<file path="src/sv/tlbpt_pkg.sv">
`default_nettype none

package tlbpt_pkg;

  // fixed field widths of the stream beats
  localparam int ADDR_W      = 16;
  localparam int PA_W        = 15;
  localparam int FN_W        = 7;
  localparam int EP_W        = 8;
  localparam int CNT_W       = 16;
  localparam int IN_TDATA_W  = 16;
  localparam int OUT_TDATA_W = 72;
  localparam int PAD_W       = OUT_TDATA_W - (PA_W + FN_W + 3 + EP_W + 2 * CNT_W);

  localparam logic [CNT_W-1:0] CNT_MAX = {CNT_W{1'b1}};

  // result beat, last member in the lowest bits
  typedef struct packed {
    logic [PAD_W-1:0] pad;
    logic [CNT_W-1:0] faults_so_far;
    logic [CNT_W-1:0] hits_so_far;
    logic [EP_W-1:0]  evicted_page;
    logic             evict_valid;
    logic             page_fault;
    logic             tlb_hit;
    logic [FN_W-1:0]  frame_number;
    logic [PA_W-1:0]  physical_address;
  } out_beat_t;

endpackage

`default_nettype wire

</file>
<file path="src/sv/tlbpt_ram.sv">
`default_nettype none

module tlbpt_ram #(
  parameter int WIDTH = 8,
  parameter int DEPTH = 256
) (
  input  logic                     clk,
  input  logic                     wr_en,
  input  logic [$clog2(DEPTH)-1:0] wr_addr,
  input  logic [WIDTH-1:0]         wr_data,
  input  logic [$clog2(DEPTH)-1:0] rd_addr,
  output logic [WIDTH-1:0]         rd_data
);

  logic [WIDTH-1:0] mem [DEPTH];

  // one write port, one registered read port
  always_ff @(posedge clk) begin
    if (wr_en) begin
      mem[wr_addr] <= wr_data;
    end
    rd_data <= mem[rd_addr];
  end

endmodule

`default_nettype wire

</file>
<file path="src/sv/tlbpt_tlb.sv">
`default_nettype none

module tlbpt_tlb #(
  parameter int ENTRIES = 16,
  parameter int PG_W    = 8,
  parameter int FR_W    = 7
) (
  input  logic               clk,
  input  logic               rst_n,
  input  logic [PG_W-1:0]    lookup_page,
  input  logic [FR_W-1:0]    cmp_frame,
  output logic [ENTRIES-1:0] first_oh,
  output logic [ENTRIES-1:0] frame_eq,
  input  logic               refill_en,
  input  logic [PG_W-1:0]    refill_page,
  input  logic [FR_W-1:0]    refill_frame
);

  import tlbpt_pkg::*;

  localparam int TI_W = $clog2(ENTRIES);

  logic [PG_W-1:0]    tag_r   [ENTRIES];
  logic [FR_W-1:0]    frame_r [ENTRIES];
  logic [ENTRIES-1:0] valid_r;
  logic [ENTRIES-1:0] match;
  logic [TI_W-1:0]    fill_r;
  logic [TI_W-1:0]    fill_nxt;

  // parallel tag compare, frame compare per entry
  always_comb begin
    for (int i = 0; i < ENTRIES; i++) begin
      match[i]    = valid_r[i] && (tag_r[i] == lookup_page);
      frame_eq[i] = (frame_r[i] == cmp_frame);
    end
  end

  // lowest matching entry wins
  assign first_oh = match & (~match + ENTRIES'(1));

  // round-robin fill slot
  assign fill_nxt = (fill_r == TI_W'(ENTRIES - 1)) ? '0 : fill_r + TI_W'(1);

  // valid bits and fill pointer
  always_ff @(posedge clk) begin
    if (!rst_n) begin
      valid_r <= '0;
      fill_r  <= '0;
    end else if (refill_en) begin
      valid_r[fill_r] <= 1'b1;
      fill_r          <= fill_nxt;
    end
  end

  // entry payload
  always_ff @(posedge clk) begin
    if (refill_en) begin
      tag_r[fill_r]   <= refill_page;
      frame_r[fill_r] <= refill_frame;
    end
  end

endmodule

`default_nettype wire

</file>
<file path="src/sv/tlb_page_table_fifo_translate.sv">
`default_nettype none

// Demand-paging address translator with a TLB and FIFO frame replacement.
// in_* carries one logical address per beat; out_* returns one translation
// per address, in order, with hit/fault flags, the evicted page and the
// running hit and fault counters.
// Each address passes through accept (page table read issued), table data
// (owner read of the mapped frame issued), then the decide cycle, which
// checks residency, writes page table, frame owners and TLB, and loads the
// output register. The chain of the page-table read feeding the frame-owner
// read sets this sequence.
// The output register lets a new address be accepted while a result waits;
// if out_tready stays low, the next item holds in its decide cycle.
// After reset the page-table valid bits are cleared, one entry a cycle, through
// all PAGE_COUNT entries; in_tready stays low meanwhile. TLB valid bits, fill
// pointer, victim pointer and counters clear at once.
// PAGE_SIZE and PAGE_COUNT are powers of two.
module tlb_page_table_fifo_translate #(
  parameter int TLB_ENTRIES = 16,
  parameter int FRAMES      = 128,
  parameter int PAGE_COUNT  = 256,
  parameter int PAGE_SIZE   = 256
) (
  input  logic                                clk,
  input  logic                                rst_n,
  input  logic                                in_tvalid,
  output logic                                in_tready,
  // logical_address[15:0]
  input  logic [tlbpt_pkg::IN_TDATA_W-1:0]    in_tdata,
  output logic                                out_tvalid,
  input  logic                                out_tready,
  // physical_address[14:0], frame_number[21:15], tlb_hit[22], page_fault[23],
  // evict_valid[24], evicted_page[32:25], hits_so_far[48:33],
  // faults_so_far[64:49], zero fill[71:65]
  output logic [tlbpt_pkg::OUT_TDATA_W-1:0]   out_tdata
);

  import tlbpt_pkg::*;

  localparam int OFF_W = $clog2(PAGE_SIZE);
  localparam int PG_W  = $clog2(PAGE_COUNT);
  localparam int FR_W  = $clog2(FRAMES);

  typedef enum logic [1:0] {
    S_CLR,
    S_IDLE,
    S_TAB,
    S_OWN
  } state_t;

  state_t state_r, state_nxt;

  logic [PG_W-1:0]        page_r;
  logic [OFF_W-1:0]       offset_r;
  logic [PG_W-1:0]        clr_idx_r;
  logic [ADDR_W-1:0]      quot;
  logic [PG_W-1:0]        in_page;
  logic                   accept;
  logic                   decide;

  logic                   tab_we;
  logic [PG_W-1:0]        tab_waddr;
  logic [FR_W:0]          tab_wdata;
  logic [FR_W:0]          tab_rd;
  logic [FR_W-1:0]        tf_r;
  logic                   tv_r;

  logic                   own_we;
  logic [FR_W-1:0]        own_a_addr;
  logic [PG_W-1:0]        own_a_rd;
  logic [PG_W-1:0]        own_b_rd;

  logic [TLB_ENTRIES-1:0] first_oh;
  logic [TLB_ENTRIES-1:0] first_oh_r;
  logic [TLB_ENTRIES-1:0] frame_eq;

  logic [FR_W-1:0]        nv_r;
  logic [FR_W-1:0]        nv_nxt;
  logic                   wrap_r;
  logic [CNT_W-1:0]       hits_r, hits_nxt;
  logic [CNT_W-1:0]       faults_r, faults_nxt;

  logic                   tf_used;
  logic                   resident;
  logic                   tlb_sel;
  logic                   fault;
  logic [FR_W-1:0]        frame_sel;
  logic [31:0]            pa_wide;
  logic [31:0]            fr_wide;
  logic [31:0]            ev_wide;

  logic                   out_tvalid_r;
  out_beat_t              out_beat_r, out_beat_nxt;

  // address split
  assign quot     = in_tdata >> OFF_W;
  assign in_page  = quot[PG_W-1:0];
  assign in_tready = (state_r == S_IDLE);
  assign accept   = in_tvalid && in_tready;
  assign decide   = (state_r == S_OWN) && (!out_tvalid_r || out_tready);

  // page table: {valid, frame} per page
  always_comb begin
    if (state_r == S_CLR) begin
      tab_we    = 1'b1;
      tab_waddr = clr_idx_r;
      tab_wdata = '0;
    end else begin
      tab_we    = decide && fault;
      tab_waddr = page_r;
      tab_wdata = {1'b1, nv_r};
    end
  end

  tlbpt_ram #(
    .WIDTH (FR_W + 1),
    .DEPTH (PAGE_COUNT)
  ) u_table (
    .clk     (clk),
    .wr_en   (tab_we),
    .wr_addr (tab_waddr),
    .wr_data (tab_wdata),
    .rd_addr (in_page),
    .rd_data (tab_rd)
  );

  // frame owners, one copy for the mapped frame, one for the victim
  assign own_we     = decide && fault;
  assign own_a_addr = (state_r == S_TAB) ? tab_rd[FR_W-1:0] : tf_r;

  tlbpt_ram #(
    .WIDTH (PG_W),
    .DEPTH (FRAMES)
  ) u_owner_map (
    .clk     (clk),
    .wr_en   (own_we),
    .wr_addr (nv_r),
    .wr_data (page_r),
    .rd_addr (own_a_addr),
    .rd_data (own_a_rd)
  );

  tlbpt_ram #(
    .WIDTH (PG_W),
    .DEPTH (FRAMES)
  ) u_owner_victim (
    .clk     (clk),
    .wr_en   (own_we),
    .wr_addr (nv_r),
    .wr_data (page_r),
    .rd_addr (nv_r),
    .rd_data (own_b_rd)
  );

  tlbpt_tlb #(
    .ENTRIES (TLB_ENTRIES),
    .PG_W    (PG_W),
    .FR_W    (FR_W)
  ) u_tlb (
    .clk          (clk),
    .rst_n        (rst_n),
    .lookup_page  (page_r),
    .cmp_frame    (tf_r),
    .first_oh     (first_oh),
    .frame_eq     (frame_eq),
    .refill_en    (decide && !tlb_sel),
    .refill_page  (page_r),
    .refill_frame (frame_sel)
  );

  // residency and hit decision; frames are handed out in order, so a frame
  // is in use once the victim pointer has passed it or has wrapped
  assign tf_used   = wrap_r || (tf_r < nv_r);
  assign resident  = tv_r && tf_used && (own_a_rd == page_r);
  assign tlb_sel   = resident && (|(first_oh_r & frame_eq));
  assign fault     = !resident;
  assign frame_sel = fault ? nv_r : tf_r;
  assign nv_nxt    = (nv_r == FR_W'(FRAMES - 1)) ? '0 : nv_r + FR_W'(1);

  // saturating counters
  assign hits_nxt   = (tlb_sel && (hits_r != CNT_MAX)) ? hits_r + CNT_W'(1) : hits_r;
  assign faults_nxt = (fault && (faults_r != CNT_MAX)) ? faults_r + CNT_W'(1) : faults_r;

  // result beat
  assign pa_wide = (32'(frame_sel) << OFF_W) | 32'(offset_r);
  assign fr_wide = 32'(frame_sel);
  assign ev_wide = (fault && wrap_r) ? 32'(own_b_rd) : 32'd0;

  always_comb begin
    out_beat_nxt                  = '0;
    out_beat_nxt.physical_address = pa_wide[PA_W-1:0];
    out_beat_nxt.frame_number     = fr_wide[FN_W-1:0];
    out_beat_nxt.tlb_hit          = tlb_sel;
    out_beat_nxt.page_fault       = fault;
    out_beat_nxt.evict_valid      = fault && wrap_r;
    out_beat_nxt.evicted_page     = ev_wide[EP_W-1:0];
    out_beat_nxt.hits_so_far      = hits_nxt;
    out_beat_nxt.faults_so_far    = faults_nxt;
  end

  // sequencer
  always_comb begin
    state_nxt = state_r;
    case (state_r)
      S_CLR:   if (clr_idx_r == PG_W'(PAGE_COUNT - 1)) state_nxt = S_IDLE;
      S_IDLE:  if (accept) state_nxt = S_TAB;
      S_TAB:   state_nxt = S_OWN;
      S_OWN:   if (decide) state_nxt = S_IDLE;
      default: state_nxt = S_IDLE;
    endcase
  end

  // state, pointers, counters and output register
  always_ff @(posedge clk) begin
    if (!rst_n) begin
      state_r      <= S_CLR;
      clr_idx_r    <= '0;
      nv_r         <= '0;
      wrap_r       <= 1'b0;
      hits_r       <= '0;
      faults_r     <= '0;
      out_tvalid_r <= 1'b0;
    end else begin
      state_r <= state_nxt;
      if (state_r == S_CLR) begin
        clr_idx_r <= clr_idx_r + PG_W'(1);
      end
      if (accept) begin
        page_r   <= in_page;
        offset_r <= in_tdata[OFF_W-1:0];
      end
      if (state_r == S_TAB) begin
        tv_r       <= tab_rd[FR_W];
        tf_r       <= tab_rd[FR_W-1:0];
        first_oh_r <= first_oh;
      end
      if (decide) begin
        hits_r       <= hits_nxt;
        faults_r     <= faults_nxt;
        out_beat_r   <= out_beat_nxt;
        out_tvalid_r <= 1'b1;
        if (fault) begin
          nv_r <= nv_nxt;
          if (nv_r == FR_W'(FRAMES - 1)) begin
            wrap_r <= 1'b1;
          end
        end
      end else if (out_tready) begin
        out_tvalid_r <= 1'b0;
      end
    end
  end

  assign out_tvalid = out_tvalid_r;
  assign out_tdata  = out_beat_r;

  // a result appears only out of a decide cycle
  a_valid_from_decide: assert property (@(posedge clk) disable iff (!rst_n)
    $rose(out_tvalid_r) |-> ($past(state_r) == S_OWN))
    else $error("result beat raised outside decide cycle");

  // a hit is never a fault, an eviction is always a fault
  a_hit_fault_excl: assert property (@(posedge clk) disable iff (!rst_n)
    decide |-> !(tlb_sel && fault) && (!out_beat_nxt.evict_valid || fault))
    else $error("inconsistent hit, fault and evict flags");

  // the victim pointer moves only on a fault
  a_victim_on_fault: assert property (@(posedge clk) disable iff (!rst_n)
    (nv_r != $past(nv_r)) |-> ($past(decide) && $past(fault)))
    else $error("victim pointer moved without a page fault");

endmodule

`default_nettype wire
</file>
<file path="config.mk">
export PLATFORM = sky130hd
export DESIGN_NAME = tlb_page_table_fifo_translate
export DESIGN_NICKNAME = d
export VERILOG_FILES = /design/src/sv/tlbpt_pkg.sv /design/src/sv/tlbpt_ram.sv /design/src/sv/tlbpt_tlb.sv /design/src/sv/tlb_page_table_fifo_translate.sv
export SDC_FILE = /design/constraint.sdc
export NUM_CORES = 2
export LEC_CHECK = 0
export BUFFER_PORTS_ARGS = -buffer_cell sky130_fd_sc_hd__buf_4
export CAP_MARGIN = 20
export CELL_PAD_IN_SITES_DETAIL_PLACEMENT = 1
export CELL_PAD_IN_SITES_GLOBAL_PLACEMENT = 1
export CORE_UTILIZATION = 57
export CTS_BUF_LIST = sky130_fd_sc_hd__clkbuf_8
export DETAILED_ROUTE_END_ITERATION = 7
export GPL_ROUTABILITY_DRIVEN = 0
export PLACE_DENSITY_LB_ADDON = 0.1
export REMOVE_ABC_BUFFERS = 1
export SLEW_MARGIN = 40
export SYNTH_ARGS = -nofsm -noshare
export SYNTH_HDL_FRONTEND = slang
export SYNTH_MEMORY_MAX_BITS = 65536
export SYNTH_SLANG_ARGS = --single-unit
</file>
<file path="constraint.sdc">
create_clock -name clk -period 10.5 [get_ports clk]
set_input_delay 2.1 -clock clk [delete_from_list [all_inputs] [get_ports clk]]
set_output_delay 2.1 -clock clk [all_outputs]
set_load 0.05 [all_outputs]
</file>
==> impl_metrics.env <==
export IMPL_status="complete, no violations"
export IMPL_crit_path_top_delay_cell="buf_4"
export IMPL_grt_total_usage_pct=34.6
export IMPL_grt_pass1_vias=89300
export IMPL_syn_area_per_cell_sq_um=17.0
export IMPL_timing_final_max_slew_violations=0
export IMPL_min_to="out_tdata[2]"
export IMPL_cts_resized=0
export IMPL_crit_start="state_r[0]"
export IMPL_wl_um=443000
export IMPL_clk_latency_ps=1130
export IMPL_cts_made_buffers=583
export IMPL_ys_flop_type="edfxtp_1"
export IMPL_hold_ws_ps=423
export IMPL_path_buf_inv=4
export IMPL_cts_setup_buffers=0
export IMPL_rsz0062_at_grt="false"
export IMPL_start_util_pct=57.3
export IMPL_critPathTopFamily="buffers and inverters"
export IMPL_dpl_cell_area_sq_mm=0.149
export IMPL_crit_path_start_kind="flip-flop"
export IMPL_leakage_nw=52.1
export IMPL_max_stage_delay_ps=760
export IMPL_hpwlAfterDp_um=266000
export IMPL_yosysTopAreaCellShare_pct=71.2
export IMPL_io_pins=94
export IMPL_htreeDepth=6
export IMPL_routed_via_density=6.89
export IMPL_async_reset_ff_share_pct=0
export IMPL_grtUsageMet2_pct=54.5
export IMPL_top_usage_layer="met2"
export IMPL_syn_inst=8468
export IMPL_p_int_mw=21.5
export IMPL_synth_top_family_by_area="multiplexers"
export IMPL_yosysWarnings=0
export IMPL_grt_pass1_wl_um=636000
export IMPL_max_vdd_ir_drop_uv=151
export IMPL_synth_top_area_cell="edfxtp_1"
export IMPL_synth_simple_area_share_pct=6.73
export IMPL_crit_type="flip-flop to flip-flop"
export IMPL_placementRows=184
export IMPL_clock_sinks=3505
export IMPL_crit_arrival_ps=6540
export IMPL_critPathRequiredTime_ps=11250
export IMPL_cts_tree="done"
export IMPL_synth_most_common_cell="edfxtp_1"
export IMPL_wl_per_cell_um=35.4
export IMPL_ys_ff_latch=3505
export IMPL_cap_violations=0
export IMPL_worstHoldStart="offset_r[2]"
export IMPL_syn_to_final_growth_pct=10.8
export IMPL_grt_util_met1_pct=46.6
export IMPL_synth_enable_flop_cells=3410
export IMPL_cts_root_buf="clkbuf_8"
export IMPL_clkTransAtPathRegs_ps=60
export IMPL_ys_types=82
export IMPL_p_per_area_mw_per_mm2=179
export IMPL_antenna_found_initial=16
export IMPL_netlist_area_sq_mm=0.144
export IMPL_reg2reg_from="state_r[0]"
export IMPL_die_area_sq_mm=0.254
export IMPL_hold_violations=0
export IMPL_ctsHoldBuffers=0
export IMPL_dieWidth_um=504
export IMPL_ff2ff_path_depth=12
export IMPL_grt_max_degree=173
export IMPL_drc=0
export IMPL_synth_mux_area_share_pct=10.9
export IMPL_finalCriticalPeriod_ps=5790
export IMPL_slew_headroom_pct=30.9
export IMPL_min_path_cells=0
export IMPL_min_path_type="flip-flop to flip-flop"
export IMPL_port_buffer_count=86
export IMPL_synth_compound_area_share_pct=5.84
export IMPL_p_seq_share_pct=54.4
export IMPL_total_power_mw=28.4
export IMPL_skew_ps=75.4
export IMPL_grt_overflow_total=0
export IMPL_critical_path_endpoint_type="flip-flop"
export IMPL_synth_xor_area_share_pct=1.84
export IMPL_postLayoutCellArea_sq_mm=0.159
export IMPL_p_switching_mw=6.99
export IMPL_reg2reg_slack_ps=4710
export IMPL_crit_chain="inv_1 -> ha_1 -> buf_4 -> nor2b_2 -> a21oi_4 -> buf_4 -> buf_12 -> nand3_1 -> a32oi_1 -> nand4_1 -> a32oi_1 -> nand4_1"
export IMPL_ys_seq_area_share_pct=72.5
export IMPL_power_frac_comb_pct=6.8
export IMPL_finalCritPeriodShare_pct=55.1
export IMPL_drive_above_1_share_pct=21.0
export IMPL_critPathMaxFanout=111
export IMPL_cts_buffer_depth=4
export IMPL_synth_commonest_cells="edfxtp_1, nand2_1, mux4_2"
export IMPL_synthAdderAreaFrac_pct=0.165
export IMPL_grt_use_met3_pct=6.92
export IMPL_firstDrtPassIters=6
export IMPL_swShare_pct=24.6
export IMPL_timing_fmax_ghz=0.173
export IMPL_coreArea_sq_mm=0.251
export IMPL_synthTopCellsByArea="edfxtp_1, mux4_2, nand2_1, a22oi_1, dfxtp_1"
export IMPL_num_vias=86300
export IMPL_fillCellCount=21700
export IMPL_clock_power_share_pct=38.9
export IMPL_nNetsFinal=8795
export IMPL_worst_pin_slew_ps=1030
export IMPL_setup_violations=0
export IMPL_ant_nets=0
export IMPL_die_h_um=504
export IMPL_dr_first_iter_drc_count=12000
export IMPL_r2r_end="u_owner_map.rd_data[5]"
==> flip-flops by register name, summed over array words and instances, names as in the netlist, 2 cells and up <==
register                cells
u_table.mem              2048
u_owner_victim.mem       1024
u_tlb.tag_r               128
u_tlb.frame_r             112
out_tdata                  58
faults_r                   16
first_oh_r                 16
hits_r                     16
u_tlb.valid_r              16
clr_idx_r                   8
offset_r                    8
page_r                      8
u_owner_map.rd_data         8
u_owner_victim.rd_data      8
u_table.rd_data             8
nv_r                        7
tf_r                        7
u_tlb.fill_r                4
state_r                     2
==> worst max-delay path by stage <==
stage	to	slack, ps	cells after the start
after global placement	u_table.rd_data[5]	4470	9
after floorplan	u_owner_map.rd_data[0]	-440	9
after detailed placement	u_table.rd_data[5]	4440	9
after global routing	u_owner_map.rd_data[3]	4730	13
after CTS	u_owner_map.rd_data[5]	5100	12
final	u_owner_map.rd_data[5]	4710	12
==> worst register-to-register path, stage by stage, from the launching register on <==
cell	delay, ps
dfxtp_1	350
inv_1	100
ha_1	150
buf_4	350
nor2b_2	150
a21oi_4	500
buf_4	780
buf_12	560
nand3_1	370
a32oi_1	510
nand4_1	320
a32oi_1	640
nand4_1	650
==> stage by stage <==
step	util (%)	TNS, ps	cells	setup WS, ps
finish	63.4	0	12500	4710
global route	63.4	0	12500	4730
CTS	63.2	0	12500	5100
detailed placement	59.1	0	11500	4440
global placement	58.8	0	11500	4470
floorplan	-	-45620	7900	-441
==> cells in the final DEF (no fill, tap or decap), types with 29 or more instances in the layout <==
cell type | synthesis | final
and3_1 | 107 | 104
a32oi_1 | 32 | 32
edfxtp_1 | 3410 | 3410
a22oi_1 | 393 | 393
nor3_1 | 51 | 50
nand3_1 | 315 | 306
nor2_1 | 498 | 296
dfxtp_1 | 95 | 90
clkbuf_8 | 0 | 600
a31oi_1 | 117 | 116
a221oi_1 | 93 | 91
o22ai_1 | 34 | 34
a211oi_1 | 34 | 29
nand2_1 | 902 | 885
a22o_1 | 106 | 106
mux4_2 | 657 | 657
inv_1 | 25 | 199
a311oi_1 | 42 | 42
buf_4 | 54 | 206
clkinv_2 | 0 | 48
nand4_1 | 132 | 132
mux2i_1 | 75 | 73
nor4_1 | 46 | 44
xnor2_1 | 121 | 121
nor2_2 | 0 | 189
xor2_1 | 180 | 180
a21oi_1 | 109 | 109
clkinv_1 | 4 | 137
==> layout make-up <==
cell class / count / area [sq um] / area share, %
timing repair buffer: 271 / 2790 / 1.75
antenna: 3 / 7.51 / 0.00471
clock buffer: 600 / 8260 / 5.18
inverter: 34 / 158 / 0.0989
tap: 3348 / 4190 / 2.63
multi-input combinational: 4361 / 37600 / 23.6
clock inverter: 406 / 2030 / 1.27
sequential: 3505 / 104000 / 65.5
==> cell families after synthesis <==
family                   count (synthesis)
XOR/XNOR                               302
AND/OR/NAND/NOR                       2164
buffers and inverters                  608
multiplexers                           741
AO/OA/AOI/OAI                         1128
flip-flops                            3505
adder cells (fa/ha/maj)                 19
other                                    1
==> layer usage <==
metal  part of all wire [%]  vias to the layer above
li1                       -                    34700
met1                     38                    45000
met2                     47                     5552
met3                    9.7                     1126
met4                    5.3                       12
met5                  0.017                        -
==> power groups by stage <==
stage	registers (mW)	logic, mW	clock network (mW)
after global placement	15.8	1.77	0
after CTS	15.5	1.87	11.2
final	15.5	1.92	11.1
after floorplan	15.8	0.856	0
after global routing	15.5	1.98	11.7
after detailed placement	15.8	1.86	0
No activity file was read; power rests on OpenSTA's default activity.
